## src/irc_pkg.sv

```systemverilog
// Shared types and constants for the impulse response convolver.
// Holds field widths and the controller/datapath command and status structs.
// No dependencies.
package irc_pkg;

    localparam int SAMPLE_W    = 16;
    localparam int TAP_W       = 18;
    localparam int TAP_INDEX_W = 11;
    localparam int TAP_COUNT_W = 12;
    localparam int PROD_W      = SAMPLE_W + TAP_W;
    localparam int RESP_W      = 48;

    localparam logic MODE_SAMPLE = 1'b0;
    localparam logic MODE_TAP    = 1'b1;

    // Commands from the controller to the datapath.
    typedef struct packed {
        logic tap_write;
        logic sample_load;
        logic issue;
        logic publish;
    } t_ctl_cmd;

    // Status from the datapath to the controller.
    typedef struct packed {
        logic issue_last;
        logic pipe_busy;
        logic taps_zero;
        logic out_free;
    } t_ctl_sts;

endpackage

```

## src/irc_controller.sv

```systemverilog
// Controller state machine of the impulse response convolver.
// Sequences tap writes, the multiply-accumulate sweep, drain and result hand-off.
// Depends on irc_pkg.
module irc_controller
    import irc_pkg::*;
(
    input  logic     i_clk,
    input  logic     i_rst_n,
    input  logic     i_in_valid,
    output logic     o_in_stall,
    input  logic     i_mode,
    input  logic     i_skip_sample,
    input  t_ctl_sts i_sts,
    output t_ctl_cmd o_cmd
);

    typedef enum logic [3:0] {
        S_IDLE  = 4'b0001,
        S_RUN   = 4'b0010,
        S_DRAIN = 4'b0100,
        S_DONE  = 4'b1000
    } t_state;

    t_state r_state, n_state;
    logic   w_accept;

    assign o_in_stall = (r_state != S_IDLE);
    assign w_accept   = i_in_valid && (r_state == S_IDLE);

    always_comb begin
        n_state           = r_state;
        o_cmd             = '0;
        o_cmd.tap_write   = w_accept && (i_mode == MODE_TAP);
        o_cmd.sample_load = w_accept && (i_mode == MODE_SAMPLE);
        case (r_state)
            S_IDLE: begin
                if (o_cmd.sample_load) begin
                    // Skipped samples and an empty tap set need no sweep.
                    if (i_skip_sample || i_sts.taps_zero) begin
                        n_state = S_DONE;
                    end else begin
                        n_state = S_RUN;
                    end
                end
            end
            S_RUN: begin
                o_cmd.issue = 1'b1;
                if (i_sts.issue_last) begin
                    n_state = S_DRAIN;
                end
            end
            S_DRAIN: begin
                if (!i_sts.pipe_busy) begin
                    n_state = S_DONE;
                end
            end
            S_DONE: begin
                if (i_sts.out_free) begin
                    o_cmd.publish = 1'b1;
                    n_state       = S_IDLE;
                end
            end
            default: begin
                n_state = S_IDLE;
            end
        endcase
    end

    always_ff @(posedge i_clk) begin
        if (!i_rst_n) begin
            r_state <= S_IDLE;
        end else begin
            r_state <= n_state;
        end
    end

    a_publish_free: assert property (@(posedge i_clk) disable iff (!i_rst_n)
        o_cmd.publish |-> i_sts.out_free)
        else $error("result published while the output register is occupied");

    a_done_drained: assert property (@(posedge i_clk) disable iff (!i_rst_n)
        (r_state == S_DONE) |-> !i_sts.pipe_busy)
        else $error("result stage reached with products still in flight");

    a_run_to_drain: assert property (@(posedge i_clk) disable iff (!i_rst_n)
        (r_state == S_RUN && i_sts.issue_last) |=> (r_state == S_DRAIN))
        else $error("sweep did not stop after the last tap");

    a_load_only_idle: assert property (@(posedge i_clk) disable iff (!i_rst_n)
        (o_cmd.sample_load || o_cmd.tap_write) |=> $past(r_state == S_IDLE))
        else $error("input transaction taken outside the idle state");

endmodule

```

## config.mk

```make
export PLATFORM = sky130hd
export DESIGN_NAME = irc_controller
export DESIGN_NICKNAME = d
export VERILOG_FILES = /design/src/irc_pkg.sv /design/src/irc_controller.sv
export SDC_FILE = /design/constraint.sdc
export NUM_CORES = 1
export LEC_CHECK = 0
export BUFFER_PORTS_ARGS = -buffer_cell sky130_fd_sc_hd__buf_4
export CORE_AREA = 2 2 39 41
export CTS_CLUSTER_DIAMETER = 100
export CTS_CLUSTER_SIZE = 30
export DETAILED_ROUTE_END_ITERATION = 8
export DIE_AREA = 0 0 41 43
export SYNTH_ARGS = -nofsm -noshare
export SYNTH_HDL_FRONTEND = slang
export SYNTH_SLANG_ARGS = --single-unit
```

## constraint.sdc

```tcl
create_clock -name i_clk -period 1.33 [get_ports i_clk]
set_input_delay 0.133 -clock i_clk [delete_from_list [all_inputs] [get_ports i_clk]]
set_output_delay 0.133 -clock i_clk [all_outputs]
set_load 0.01 [all_outputs]
```

==> metrics.txt <==
sequential share of the synthesized area=23.79%; Top Registers=r_state (4); clk slew on worst S/H paths=40 ps; layout cells sized above 1=73.91%; routing usage on met1=16.72%; Via Count=422; placed insts=75; CP Launch Type=flop; dominant cells by area after synthesis=dfxtp_1 24%, a211oi_2 7.4%, nor4b_4 7.1%, mux2i_1 5.9%, nor4b_1 5.2%; Final Hold Fails=0; Mapped Nets=48; Clock Skew=4.564 ps; GR Util met2=22.50%; Clock Path Buffers=2; RePlAce Congestion=0.7945; Vias per Instance=4.965; Largest register FFs=4; most frequent cells in the layout=22 x buf_4, 8 x buf_6, 4 x nand2_1, 4 x dfxtp_2; arrival time worst endpoint=1610 ps; max_cap viols=0; CTS tree=done; die width=41 microns; Rows=14; WP data required=1450 ps; fin worst setup slack=-165.0 ps; ANT cells=0; Post-Route WL=1.073 mm; final slew viol count=0; upper clock frequency limit=0.6689 GHz; CP Capture Type=flop; Max FO, Critical Path=3; Avg Inst Size Synth=8.630 sq um; Die Ht=43 microns; initial antenna violation count=0; Synth Warn #=0; status=complete, but fails checks; initial drt markers=2; Area growth syn-to-layout=98.51%; Slew @ Worst Pin=268.2 ps; core area=0.001384 sq mm; Port Buffers=13; Starting Density=24.32%; GRT Max-Usage Layer=met2; commonest non-fill, non-tap cell in the layout=buf_4; share of the synthesized area in the top cell type=23.79%; final setup violation count=8; Final Cycle Share=112.4%; Max-slew headroom=82.05%; wire length per cell=12.62 microns; drt first pass iters=3; largest net degree at the start of global routing=8; Total Routing Usage GR=14.56%; fin crit period=1495 ps; Fin Hold WS=117.1 ps; VDD IR-drop max=460.0 uV; IO Pins=14; Final Non-Filler Cells=85; post-synthesis cell type count=24; final net count=80; hold-fix buffers at CTS=0; critical path class=reg2reg; #FFs+latches synth=4; failing checks=setup timing; Num CTS Buffers=3; Post-Synthesis Cells=39; Cell Area, Synth=336.6 sq um; H-tree lvl count=1; total grt overflow=0; Most flops, register=r_state; RSZ-0062 raised after global routing=true; worst skew pair latency=240 ps; met3 GRT Util=9.424%; Power Dens Cells=768.7 mW/mm^2; largest area contributor in the netlist=dfxtp_1; Routed Antenna Nets=0; first-pass GRT wire length=1.662 mm; Sink Count=4; Hold Path Class=in2reg; vias in the first global route=403; root buf cell=clkbuf_4; post-detail-place hpwl=704.9 microns; DRC viols=0; LEAKAGE=0.0002968 uW; die footprint=0.001763 sq mm
-- synth_stat cells --
cell / count
dfxtp_1: 4
nand2_1: 4
nor2_1: 4
a211oi_2: 2
mux2i_1: 2
nor2b_1: 2
nor3b_1: 2
nor4b_1: 2
o21ai_0: 2
a21oi_1: 1
a32o_1: 1
and2_1: 1
and3_1: 1
buf_4: 1
buf_6: 1
clkbuf_2: 1
inv_1: 1
mux2_2: 1
nand3_1: 1
nand3b_1: 1
nor4b_4: 1
o31ai_1: 1
or2b_1: 1
or3b_1: 1
-- path summary, 6_finish.rpt --
path                                start                 endpoint  slack [ps]  depth (start not counted)
setup / recovery  r_state[1]$_SDFFE_PN0P_  r_state[3]$_SDFFE_PN0P_        -170                          4
hold / removal                    i_rst_n  r_state[0]$_SDFFE_PN1P_         120                          2
setup reg to reg  r_state[1]$_SDFFE_PN0P_  r_state[3]$_SDFFE_PN0P_        -170                          4
hold reg to reg   r_state[0]$_SDFFE_PN1P_  r_state[2]$_SDFFE_PN0P_         620                          3
-- logic make-up (layout without fill, tap and decap cells) --
family,after synthesis,after routing,share of synthesized area [%]
buffers and inverters,4,34,8.177
flip-flops,4,4,23.79
AND/OR/NAND/NOR,21,21,41.63
AO/OA/AOI/OAI,7,7,17.10
multiplexers,3,3,9.294
-- where the power goes --
part	internal, uW	switching (uW)
logic	136	85.4
clock network	101	50.7
registers	130	10.7
total	367	147
-- what timing repair did --
item                       4_1_cts  5_1_grt
setup buffers                    5        2
pin swaps                        3       11
gates resized for setup          8       16
setup endpoints to repair        9        9
-- cell type report --
class / count / area, sq um
timing repair buffer: 30 / 255.2
inverter: 1 / 3.754
fill: 135 / 715.7
tap: 16 / 20.02
sequential: 4 / 85.08
clock buffer: 3 / 22.52
multi-input combinational: 31 / 281.5
-- through the flow --
step           TNS, ps  setup WS, ps  total power, uW  util, %  instance area, sq um
5_1_grt          -1717        -255.9            553.2    48.28                 668.1
4_1_cts         -965.9        -151.3            490.8    42.59                 589.3
6_report         -1031        -165.0            513.6    48.28                 668.1
3_3_place_gp    -171.0        -58.61            287.2    36.62                 506.7
2_1_floorplan   -67.71        -53.01            220.3        -                 337.8
3_5_place_dp    -346.6        -67.88            289.8    36.62                 506.7
-- critical path: stages (launching register included) --
cell and delay, ps:
dfxtp_2 370, or3b_1 390, a211oi_2 320, a21oi_2 50
a32o_1 240
-- metal layers --
metal  up-vias  share of wire [%]
li1        204                  -
met1       206                 39
met2        12                 55
met3         0                6.1
met4         0                  0
met5         -                  0
No activity file was read; power rests on OpenSTA's default activity.
